<file path="src/hdl/atpf_pkg.sv">
package atpf_pkg;

    localparam int unsigned ChanW   = 8;
    localparam int unsigned GainW   = 13;
    localparam int unsigned ModeW   = 2;
    localparam int unsigned IndexW  = 3;
    localparam int unsigned SumW    = 10;
    localparam int unsigned MultW   = 19;
    localparam int unsigned ProdW   = 28;
    localparam int unsigned RecipW  = 10;
    localparam int unsigned RecipSh = 11;
    localparam logic [RecipW-1:0] RECIP3 = RecipW'(683);
    localparam logic [MultW-1:0] UNITY = MultW'(65535);

    localparam logic [IndexW-1:0] REG_RED_GAIN   = 3'd0;
    localparam logic [IndexW-1:0] REG_GREEN_GAIN = 3'd1;
    localparam logic [IndexW-1:0] REG_BLUE_GAIN  = 3'd2;
    localparam logic [IndexW-1:0] REG_GREY_MODE  = 3'd3;
    localparam logic [IndexW-1:0] REG_BOOST      = 3'd4;

    localparam logic [ModeW-1:0] GREY_NONE = 2'd0;
    localparam logic [ModeW-1:0] GREY_MAX  = 2'd1;
    localparam logic [ModeW-1:0] GREY_AVG  = 2'd2;

    typedef struct packed {
        logic [GainW-1:0] red_gain;
        logic [GainW-1:0] green_gain;
        logic [GainW-1:0] blue_gain;
        logic [ModeW-1:0] grey_mode;
        logic             boost;
        logic             bypass;
    } t_cfg;

endpackage

</file>
<file path="src/hdl/atpf_cfg.sv">
module atpf_cfg (
    input  logic                               i_clk,
    input  logic                               i_rst_n,
    input  logic                               i_cfg_valid,
    output logic                               o_cfg_ready,
    input  logic [atpf_pkg::IndexW-1:0]        i_cfg_index,
    input  logic [atpf_pkg::GainW-1:0]         i_cfg_data,
    output atpf_pkg::t_cfg                     o_cfg
);

    logic [atpf_pkg::GainW-1:0] r_red_gain, r_green_gain, r_blue_gain;
    logic [atpf_pkg::ModeW-1:0] r_grey_mode;
    logic                       r_boost;

    assign o_cfg_ready = 1'b1;

    always_ff @(posedge i_clk) begin
        if (!i_rst_n) begin
            r_red_gain   <= '0;
            r_green_gain <= '0;
            r_blue_gain  <= '0;
            r_grey_mode  <= atpf_pkg::GREY_NONE;
            r_boost      <= 1'b0;
        end else if (i_cfg_valid) begin
            unique case (i_cfg_index)
                atpf_pkg::REG_RED_GAIN:   r_red_gain   <= i_cfg_data;
                atpf_pkg::REG_GREEN_GAIN: r_green_gain <= i_cfg_data;
                atpf_pkg::REG_BLUE_GAIN:  r_blue_gain  <= i_cfg_data;
                atpf_pkg::REG_GREY_MODE:  r_grey_mode  <= i_cfg_data[atpf_pkg::ModeW-1:0];
                atpf_pkg::REG_BOOST:      r_boost      <= i_cfg_data[0];
                default: ;
            endcase
        end
    end

    always_comb begin
        o_cfg.red_gain   = r_red_gain;
        o_cfg.green_gain = r_green_gain;
        o_cfg.blue_gain  = r_blue_gain;
        o_cfg.grey_mode  = r_grey_mode;
        o_cfg.boost      = r_boost;
        o_cfg.bypass     = (r_red_gain == '0) && (r_green_gain == '0) && (r_blue_gain == '0)
                        && (r_grey_mode == atpf_pkg::GREY_NONE) && !r_boost;
    end

endmodule

</file>
<file path="src/hdl/atpf_front.sv">
module atpf_front (
    input  logic                        i_clk,
    input  logic                        i_en1,
    input  logic                        i_en2,
    input  atpf_pkg::t_cfg              i_cfg,
    input  logic [atpf_pkg::ChanW-1:0]  i_alpha,
    input  logic [atpf_pkg::ChanW-1:0]  i_red,
    input  logic [atpf_pkg::ChanW-1:0]  i_green,
    input  logic [atpf_pkg::ChanW-1:0]  i_blue,
    input  logic                        i_last,
    output logic [atpf_pkg::ChanW-1:0]  o_alpha,
    output logic [atpf_pkg::ChanW-1:0]  o_red,
    output logic [atpf_pkg::ChanW-1:0]  o_green,
    output logic [atpf_pkg::ChanW-1:0]  o_blue,
    output logic                        o_last
);

    localparam int unsigned AvgProdW = atpf_pkg::SumW + atpf_pkg::RecipW;

    logic [atpf_pkg::ChanW-1:0] r_a1, r_r1, r_g1, r_b1, r_max1;
    logic [atpf_pkg::SumW-1:0]  r_sum1;
    logic                       r_last1;
    logic [atpf_pkg::ChanW-1:0] n_max;
    logic [atpf_pkg::ChanW-1:0] r_a2, r_r2, r_g2, r_b2;
    logic                       r_last2;
    logic [AvgProdW-1:0]        avg_prod;
    logic [atpf_pkg::ChanW-1:0] avg, gr, gg, gb, half_a;
    logic [atpf_pkg::ChanW-1:0] n_r2, n_g2, n_b2;

    always_comb begin
        n_max = (i_red > i_green) ? i_red : i_green;
        if (i_blue > n_max) begin
            n_max = i_blue;
        end
    end

    always_ff @(posedge i_clk) begin
        if (i_en1) begin
            r_a1    <= i_alpha;
            r_r1    <= i_red;
            r_g1    <= i_green;
            r_b1    <= i_blue;
            r_last1 <= i_last;
            r_max1  <= n_max;
            r_sum1  <= atpf_pkg::SumW'(i_red) + atpf_pkg::SumW'(i_green)
                     + atpf_pkg::SumW'(i_blue);
        end
    end

    // The sum is at most 765, where multiplying by 683/2048 gives the exact floor of a third.
    assign avg_prod = AvgProdW'(r_sum1) * AvgProdW'(atpf_pkg::RECIP3);
    assign avg      = avg_prod[atpf_pkg::RecipSh +: atpf_pkg::ChanW];
    assign half_a   = {1'b0, r_a1[atpf_pkg::ChanW-1:1]};

    always_comb begin
        unique case (i_cfg.grey_mode)
            atpf_pkg::GREY_MAX: begin
                gr = r_max1;
                gg = r_max1;
                gb = r_max1;
            end
            atpf_pkg::GREY_AVG: begin
                gr = avg;
                gg = avg;
                gb = avg;
            end
            default: begin
                gr = r_r1;
                gg = r_g1;
                gb = r_b1;
            end
        endcase
        if (i_cfg.bypass) begin
            n_r2 = r_r1;
            n_g2 = r_g1;
            n_b2 = r_b1;
        end else if (i_cfg.boost) begin
            n_r2 = {1'b0, gr[atpf_pkg::ChanW-1:1]} + half_a;
            n_g2 = {1'b0, gg[atpf_pkg::ChanW-1:1]} + half_a;
            n_b2 = {1'b0, gb[atpf_pkg::ChanW-1:1]} + half_a;
        end else begin
            n_r2 = gr;
            n_g2 = gg;
            n_b2 = gb;
        end
    end

    always_ff @(posedge i_clk) begin
        if (i_en2) begin
            r_a2    <= r_a1;
            r_last2 <= r_last1;
            r_r2    <= n_r2;
            r_g2    <= n_g2;
            r_b2    <= n_b2;
        end
    end

    assign o_alpha = r_a2;
    assign o_red   = r_r2;
    assign o_green = r_g2;
    assign o_blue  = r_b2;
    assign o_last  = r_last2;

endmodule

</file>
<file path="src/hdl/atpf_scale.sv">
module atpf_scale (
    input  logic                        i_clk,
    input  logic                        i_en3,
    input  logic                        i_en4,
    input  logic                        i_bypass,
    input  logic [atpf_pkg::GainW-1:0]  i_gain,
    input  logic [atpf_pkg::ChanW-1:0]  i_value,
    output logic [atpf_pkg::ChanW-1:0]  o_value
);

    localparam int unsigned QuotW = atpf_pkg::ProdW - 1 - 16;

    logic signed [atpf_pkg::MultW-1:0] mult;
    logic signed [atpf_pkg::ProdW-1:0] r_prod3;
    logic [atpf_pkg::ChanW-1:0]        r_v3, r_out4, n_out4;
    logic [QuotW-1:0]                  quot;

    assign mult = $signed(atpf_pkg::UNITY)
                + $signed({{2{i_gain[atpf_pkg::GainW-1]}}, i_gain, 4'b0000});

    always_ff @(posedge i_clk) begin
        if (i_en3) begin
            r_prod3 <= atpf_pkg::ProdW'($signed({1'b0, i_value})) * atpf_pkg::ProdW'(mult);
            r_v3    <= i_value;
        end
    end

    assign quot = r_prod3[atpf_pkg::ProdW-2:16];

    always_comb begin
        if (i_bypass) begin
            n_out4 = r_v3;
        end else if (r_prod3[atpf_pkg::ProdW-1]) begin
            n_out4 = '0;
        end else if (quot > QuotW'(255)) begin
            n_out4 = '1;
        end else begin
            n_out4 = quot[atpf_pkg::ChanW-1:0];
        end
    end

    always_ff @(posedge i_clk) begin
        if (i_en4) begin
            r_out4 <= n_out4;
        end
    end

    assign o_value = r_out4;

endmodule

</file>
<file path="src/hdl/argb_pixel_tint_filter.sv">
// Four-stage pipeline: the input word is registered in stage one at the accepting edge and moves
// through stages two, three and four. Throughput is one pixel per clock unless the output stalls.
// A stage holds only when the one after it is full and stalled, so bubbles are squeezed out;
// input is refused only while all four stages are full and the output is stalled.
// Synchronous active-low reset clears the stage valid bits and the configuration registers.
// Configuration writes are always accepted and take effect at the accepting edge.
module argb_pixel_tint_filter (
    input  logic                               i_clk,
    input  logic                               i_rst_n,
    input  logic                               i_in_valid,
    output logic                               o_in_ready,
    input  logic [atpf_pkg::ChanW-1:0]         i_alpha_in,
    input  logic [atpf_pkg::ChanW-1:0]         i_red_in,
    input  logic [atpf_pkg::ChanW-1:0]         i_green_in,
    input  logic [atpf_pkg::ChanW-1:0]         i_blue_in,
    input  logic                               i_last_in,
    output logic                               o_out_valid,
    input  logic                               i_out_ready,
    output logic [atpf_pkg::ChanW-1:0]         o_alpha_out,
    output logic [atpf_pkg::ChanW-1:0]         o_red_out,
    output logic [atpf_pkg::ChanW-1:0]         o_green_out,
    output logic [atpf_pkg::ChanW-1:0]         o_blue_out,
    output logic                               o_last_out,
    input  logic                               i_cfg_valid,
    output logic                               o_cfg_ready,
    input  logic [atpf_pkg::IndexW-1:0]        i_cfg_index,
    input  logic [atpf_pkg::GainW-1:0]         i_cfg_data
);

    atpf_pkg::t_cfg cfg;

    logic r_v1, r_v2, r_v3, r_v4;
    logic adv1, adv2, adv3, adv4;
    logic [atpf_pkg::ChanW-1:0] f_alpha, f_red, f_green, f_blue;
    logic f_last;
    logic [atpf_pkg::ChanW-1:0] r_a3, r_a4;
    logic r_last3, r_last4;

    assign adv4 = !r_v4 || i_out_ready;
    assign adv3 = !r_v3 || adv4;
    assign adv2 = !r_v2 || adv3;
    assign adv1 = !r_v1 || adv2;

    assign o_in_ready  = adv1;
    assign o_out_valid = r_v4;

    always_ff @(posedge i_clk) begin
        if (!i_rst_n) begin
            r_v1 <= 1'b0;
            r_v2 <= 1'b0;
            r_v3 <= 1'b0;
            r_v4 <= 1'b0;
        end else begin
            if (adv1) r_v1 <= i_in_valid;
            if (adv2) r_v2 <= r_v1;
            if (adv3) r_v3 <= r_v2;
            if (adv4) r_v4 <= r_v3;
        end
    end

    atpf_cfg u_cfg (
        .i_clk       (i_clk),
        .i_rst_n     (i_rst_n),
        .i_cfg_valid (i_cfg_valid),
        .o_cfg_ready (o_cfg_ready),
        .i_cfg_index (i_cfg_index),
        .i_cfg_data  (i_cfg_data),
        .o_cfg       (cfg)
    );

    atpf_front u_front (
        .i_clk   (i_clk),
        .i_en1   (adv1),
        .i_en2   (adv2),
        .i_cfg   (cfg),
        .i_alpha (i_alpha_in),
        .i_red   (i_red_in),
        .i_green (i_green_in),
        .i_blue  (i_blue_in),
        .i_last  (i_last_in),
        .o_alpha (f_alpha),
        .o_red   (f_red),
        .o_green (f_green),
        .o_blue  (f_blue),
        .o_last  (f_last)
    );

    atpf_scale u_scale_red (
        .i_clk    (i_clk),
        .i_en3    (adv3),
        .i_en4    (adv4),
        .i_bypass (cfg.bypass),
        .i_gain   (cfg.red_gain),
        .i_value  (f_red),
        .o_value  (o_red_out)
    );

    atpf_scale u_scale_green (
        .i_clk    (i_clk),
        .i_en3    (adv3),
        .i_en4    (adv4),
        .i_bypass (cfg.bypass),
        .i_gain   (cfg.green_gain),
        .i_value  (f_green),
        .o_value  (o_green_out)
    );

    atpf_scale u_scale_blue (
        .i_clk    (i_clk),
        .i_en3    (adv3),
        .i_en4    (adv4),
        .i_bypass (cfg.bypass),
        .i_gain   (cfg.blue_gain),
        .i_value  (f_blue),
        .o_value  (o_blue_out)
    );

    always_ff @(posedge i_clk) begin
        if (adv3) begin
            r_a3    <= f_alpha;
            r_last3 <= f_last;
        end
        if (adv4) begin
            r_a4    <= r_a3;
            r_last4 <= r_last3;
        end
    end

    assign o_alpha_out = r_a4;
    assign o_last_out  = r_last4;

endmodule
</file>
<file path="config.mk">
export PLATFORM = sky130hd
export DESIGN_NAME = argb_pixel_tint_filter
export DESIGN_NICKNAME = d
export VERILOG_FILES = /design/src/hdl/atpf_pkg.sv /design/src/hdl/atpf_cfg.sv /design/src/hdl/atpf_front.sv /design/src/hdl/atpf_scale.sv /design/src/hdl/argb_pixel_tint_filter.sv
export SDC_FILE = /design/constraint.sdc
export NUM_CORES = 1
export LEC_CHECK = 0
export ABC_AREA = 1
export BUFFER_PORTS_ARGS = -buffer_cell sky130_fd_sc_hd__buf_4
export CORE_ASPECT_RATIO = 0.7
export CORE_MARGIN = 8
export CORE_UTILIZATION = 64
export CTS_CLUSTER_DIAMETER = 150
export DETAILED_ROUTE_END_ITERATION = 16
export GPL_ROUTABILITY_DRIVEN = 0
export HOLD_SLACK_MARGIN = 0.08
export PLACE_DENSITY = 0.82
export REMOVE_ABC_BUFFERS = 1
export SYNTH_ARGS = -nofsm -noshare
export SYNTH_HDL_FRONTEND = slang
export SYNTH_HIERARCHICAL = 1
export SYNTH_SLANG_ARGS = --single-unit
</file>
<file path="constraint.sdc">
create_clock -name i_clk -period 12.8 [get_ports i_clk]
set_input_delay 0 -clock i_clk [delete_from_list [all_inputs] [get_ports i_clk]]
set_output_delay 0 -clock i_clk [all_outputs]
set_load 0.02 [all_outputs]
</file>
==> results of run 1 <==
sequential cells by signal, summed over array words and instances, names as in the netlist, 10 cells and up:
name                   count
u_cfg/r_green_gain        13
u_scale_blue/r_prod3      12
u_front/r_sum1            10
u_scale_green/r_prod3     12
u_cfg/r_red_gain          13
u_scale_red/r_prod3       12
u_cfg/r_blue_gain         13
kinds of logic after synthesis:
kind of cell    Yosys count
buf+inv                 815
compound gates          302
fa+ha+maj               623
simple gates           1441
flops                   229
xor+xnor                 55
other cells               1
final cells by class:
type | count | area, um^2
antenna | 1 | 2.502
clock buffer | 28 | 614.3
clock inverter | 13 | 185.2
fill | 3465 | 12700
inverter | 760 | 2869
multi-input combinational | 2422 | 18790
sequential | 229 | 6416
tap | 594 | 743.2
timing repair buffer | 163 | 1404
placed cells by master (no fill, tap or decap), types with 5 or more instances in the layout:
master           n
a21o_1          18
a21oi_1        107
and2_1           5
buf_4           91
clkbuf_16       23
clkinv_1         7
dfxtp_1         46
dlygate4sd3_1   72
edfxtp_1       183
fa_1           357
ha_1           266
inv_1          731
inv_2           20
nand2_1        745
nand2_2         16
nand3_1        116
nand4_1         26
nor2_1         439
nor2_2          14
nor2_4          10
nor3_1          20
o21ai_0        113
o21ai_1         21
o21ai_2         14
o21bai_1        15
or2_2           15
xnor2_1         15
xor2_1          36
worst max path at each step:
stage                            from                 to  cells after the start
global placement    u_front/r_sum1[6]   u_front/o_red[6]                     27
floorplan           u_front/r_sum1[6]   u_front/o_red[6]                     27
CTS                 u_front/r_sum1[7]  u_front/o_blue[7]                     34
global route        u_front/r_sum1[7]  u_front/o_blue[7]                     34
detailed placement  u_front/r_sum1[7]   u_front/o_red[7]                     34
finish              u_front/r_sum1[7]  u_front/o_blue[7]                     34
metrics by stage:
stage | util, % | std cells | area [um^2] | hold slack (ns) | setup WS, ns
after floorplan | - | 3411 | 28050 | 0.09887 | 7.495
after global placement | 67.48 | 4096 | 29500 | 0.1791 | 7.240
after detailed placement | 67.48 | 4096 | 29500 | 0.1796 | 7.169
after CTS | 70.95 | 4209 | 31020 | 0.1402 | 6.923
after global routing | 70.96 | 4210 | 31020 | 0.1554 | 6.505
final | 70.96 | 4210 | 31020 | 0.1614 | 6.869
metal layers:
metal | part of all wire [%] | vias up | wire, um
met4 | 3.2 | 2 | 2178
met1 | 44 | 10760 | 30350
met2 | 43 | 999 | 29330
li1 | - | 10910 | -
met3 | 10 | 145 | 7019
met5 | 0.015 | - | 10
repair_timing:
item,4_1_cts,5_1_grt
setup buffers,0,0
hold buffers,72,0
endpoints found under the setup margin,0,0
endpoints found under the hold margin,90,0
worst reg2reg max path, delay by kind of cell, from the launching register on:
kind	cells	cell delay (ns)
flip-flops	1	0.49
buffers and inverters	5	0.25
AO/OA/AOI/OAI	3	0.64
AND/OR/NAND/NOR	19	1.52
adder cells (fa/ha/maj)	7	2.80
synthesized netlist by cell type (15+ instances only):
cell type / count
nand4_1: 26
o21ai_1: 21
inv_1: 732
nand2_2: 16
nand2_1: 746
xnor2_1: 15
inv_2: 19
clkbuf_1: 32
fa_1: 357
nor2_1: 440
o21ai_0: 113
o21bai_1: 15
xor2_1: 36
a21oi_1: 107
ha_1: 266
a21o_1: 18
or2_2: 15
nand3_1: 116
edfxtp_1: 183
dfxtp_1: 46
nor3_1: 20
==> impl_metrics.yaml, run 1 <==
floorplanning:
  num_rows: 64
  die_area_um2: 51380
  fp.dieH_um: 192.1
  dieWidth_um: 267.5
  initial_utilization_pct: 64.83
  pin_count: 90
  core_um2: 43720
yosys:
  synth_top_area_share_pct: 25.22
  yosysTopAreaCell: "fa_1"
  synth-edff-count: 183
  syn-instance-count: 3466
  synthTopCellsByArea: "fa_1 (25%), edfxtp_1 (19%), ha_1 (12%)"
  yosysWarnings: 6
  synth_simple_gate_area_share_pct: 21.38
  synth_top_family_by_area: "adder cells"
  yosysSeqAreaShare_pct: 22.64
  synth_compound_area_share_pct: 6.012
  syn_area_um2: 28340
  synthMuxAreaShare_pct: 0
  avgSynthCellArea_um2: 8.178
  synth-async-reset-ratio_pct: 0
  synthDistinctLibCells: 60
  synthAdderAreaFrac_pct: 36.96
  synthFlopType: "edfxtp_1"
  synth-xor-area-share_pct: 1.845
  synth_seq_cells: 229
routing:
  wl_mm: 68.89
  wl_per_cell_um: 16.36
  antenna_left: 0
  route.vias.total: 22820
  vias_per_cell: 5.420
  initialDrtViolationCount: 2106
  drtPass1Iterations: 6
  drt_drc_violations_left: 0
cells_and_area:
  area_growth_pct: 9.460
  drive_above_1_share_pct: 6.888
  nets: 4276
placement:
  port_buffers: 88
  hpwl_mm: 54.28
clock_network:
  cts_tree: "yes"
  cts_sinks: 229
  cts-buffers-inserted: 23
  clkTransAtPathRegs_ns: 0.07
  cts_resized: 0
  cts_max_level: 1
  clk_path_buf_depth: 3
  cts_root_buffer: "clkbuf_16"
  clk_latency_ns: 0.56
global_routing:
  grt_pass1_vias: 22700
  use_met3_pct: 6.715
  top_usage_layer: "met2"
  grt_overflow: 0
  grt_max_degree: 68
  antenna_found_initial: 2
  use_met2_pct: 42.38
  groute.usage.overall_pct: 27.66
  grt_pass1_wl_mm: 115.2
  grt_use_met1_pct: 39.02
sta:
  timing.final.crit_share_pct: 46.34
  tightest_slew_ns: 1.147
  max_freq_mhz: 168.6
  rsz0062_at_grt: "no"
  max-slew-margin-rel_pct: 23.06
  finalSetupTns_ns: 0
  period_needed_ns: 5.931
  drv_slew: 0
  setup_viol: 0
  clock_skew_ns: 0.01428
  hold_viol_final: 0
worst_setup_path:
  crit_family: "adder cells"
  worstPathArrival_ns: 6.25
  worstSetupPathType: "reg2reg"
  slowest_stage: "fa_1"
  r2r_slack_ns: 6.87
  crit_buf_inv: 5
  crit_path_frequent_cell: "nand2_1"
  cp_slowest_stage_delay_ns: 0.52
  r2r_cells: 34
  r2r-end: "u_front/o_blue[7]"
  r2r-start: "u_front/r_sum1[7]"
  cp-end-kind: "register"
  critPathLaunchType: "register"
  critPathRequiredTime_ns: 13.12
  crit_fanout: 6
hold_path:
  hold_depth: 2
  hold_path_end: "u_front/r_a1[5]"
  min_path_type: "in2reg"
  min-delay-start: "i_alpha_in[5]"
run:
  maxCapViolations: 0
run_status:
  status: "finished, final reports clean"
Power of run 1 is not shown: default switching activity piles up to over one toggle a cycle in this logic, so the estimate is an artifact.
==> inputs of run 2 (changes only) <==
Clock period 12.8 ns to 5.7 ns, I/O delays scaled along.
==> impl_metrics.yaml, run 2 (same netlist as run 1, synthesis figures left out) <==
worst_setup_path:
  r2r-start: "u_front/r_sum1[6]"
  cp-end-kind: "register"
  worstSetupPathType: "reg2reg"
  r2r_slack_ns: 0.08
  crit_fanout: 6
  slowest_stage: "fa_1"
  cp_slowest_stage_delay_ns: 0.55
  r2r_cells: 30
  crit_path_frequent_cell: "inv_1"
  worstPathArrival_ns: 5.94
  critPathRequiredTime_ns: 6.02
  r2r-end: "u_front/o_blue[6]"
  critPathLaunchType: "register"
clock_network:
  clk_latency_ns: 0.56
  cts_root_buffer: "clkbuf_16"
  cts_tree: "yes"
  cts_sinks: 229
  cts_max_level: 1
  clk_path_buf_depth: 3
  cts-buffers-inserted: 24
  clkTransAtPathRegs_ns: 0.07
cells_and_area:
  drive_above_1_share_pct: 9.599
  nets: 4326
  area_growth_pct: 12.21
  fillerInstances: 3264
  mostFrequentLayoutCell: "nand2_1"
  layout_common_cells: "nand2_1 (732), inv_1 (729), nor2_1 (436), fa_1 (354), ha_1 (239)"
  largestRegisters: "u_cfg/r_blue_gain x13, u_cfg/r_green_gain x13, u_cfg/r_red_gain x13"
  final_cells: 4262
placement:
  hpwl_mm: 54.84
  dp_slack_ns: -0.03503
  port_buffers: 88
  placed_cells: 4123
floorplanning:
  die_area_um2: 51380
  fp.dieH_um: 192.1
  dieWidth_um: 267.5
  num_rows: 64
  pin_count: 90
  initial_utilization_pct: 64.83
  core_um2: 43720
sta:
  timing.final.crit_share_pct: 98.57
  rsz0062_at_grt: "yes"
  period_needed_ns: 5.619
  setup_ws_ns: 0.08134
  setup_viol: 0
  drv_slew: 0
  clock_skew_ns: 0.01434
  tightest_slew_ns: 1.061
  max_freq_mhz: 178.0
  hold_viol_final: 0
  finalSetupTns_ns: 0
  max-slew-margin-rel_pct: 29.24
routing:
  route.vias.total: 23040
  drtPass1Iterations: 8
  wl_mm: 70.26
  initialDrtViolationCount: 2279
  wl_per_cell_um: 16.48
  vias_per_cell: 5.406
  drt_drc_violations_left: 0
  antenna_left: 0
hold_path:
  hold_depth: 2
  min_path_type: "in2reg"
  hold_path_end: "u_front/r_a1[4]"
  min-delay-start: "i_alpha_in[4]"
global_routing:
  antenna_found_initial: 2
  grt_pass1_wl_mm: 113.9
  groute.usage.overall_pct: 27.35
  grt_pass1_vias: 22760
  grt_overflow: 0
  grt_max_degree: 68
run_status:
  status: "finished, final reports clean"
run:
  maxCapViolations: 0
[run 2: critical path: cells and delay by family, from the launching register on]
kind / cells / cell delay (ns)
AOI/OAI and AO/OA: 4 / 0.68
xor gates and xnor gates: 1 / 0.08
adders and majority gates: 8 / 2.75
buffers and inverters: 6 / 0.50
DFF: 1 / 0.40
and+or+nand+nor: 11 / 0.94
[run 2: per-stage QoR]
stage,utilization [%],hold slack (ns),area [um^2]
3_5_place_dp,67.94,0.1795,29700
6_report,72.75,0.1505,31810
3_3_place_gp,67.94,0.1790,29700
5_1_grt,72.75,0.1456,31810
4_1_cts,71.63,0.1408,31320
2_1_floorplan,-,0.09887,28050
[run 2: how the worst max path moves through the flow]
stage	from	to	slack [ns]
final	u_front/r_sum1[6]	u_front/o_blue[6]	0.08
after global routing	u_front/r_sum1[6]	u_front/o_red[6]	-0.18
after CTS	u_front/r_sum1[6]	u_front/o_green[6]	0.008
after detailed placement	u_front/r_sum1[5]	u_front/o_green[6]	-0.04
after global placement	u_front/r_sum1[5]	u_front/o_green[6]	0.21
after floorplan	u_front/r_sum1[6]	u_front/o_red[6]	0.39
[run 2: cell type report]
type	count	area (um^2)	area share (%)
Multi-Input combinational cell	2422	19190	60.34
Inverter	760	2869	9.020
Clock buffer	33	656.9	2.065
Tap cell	594	743.2	2.337
Antenna cell	1	2.502	0.007868
Sequential cell	229	6416	20.17
Clock inverter	11	132.6	0.4170
Timing Repair Buffer	212	1794	5.641
[run 2: per-layer routing]
metal / GRT usage [%] / vias up / routed length, um
li1: - / 11010 / -
met1: 38.81 / 10880 / 30620
met2: 42.40 / 996 / 30540
met3: 6.536 / 143 / 7113
met4: 6.523 / 2 / 1972
met5: 0 / - / 13
[run 2: repair_timing]
item,in CTS,in global routing
pin swaps,0,22
setup endpoints to repair,5,20
hold buffers,81,0
hold endpoints to repair,90,0
setup buffers,1,12
resized for setup,1,69
gates cloned,0,0
Power of run 2 is left out for the same reason.
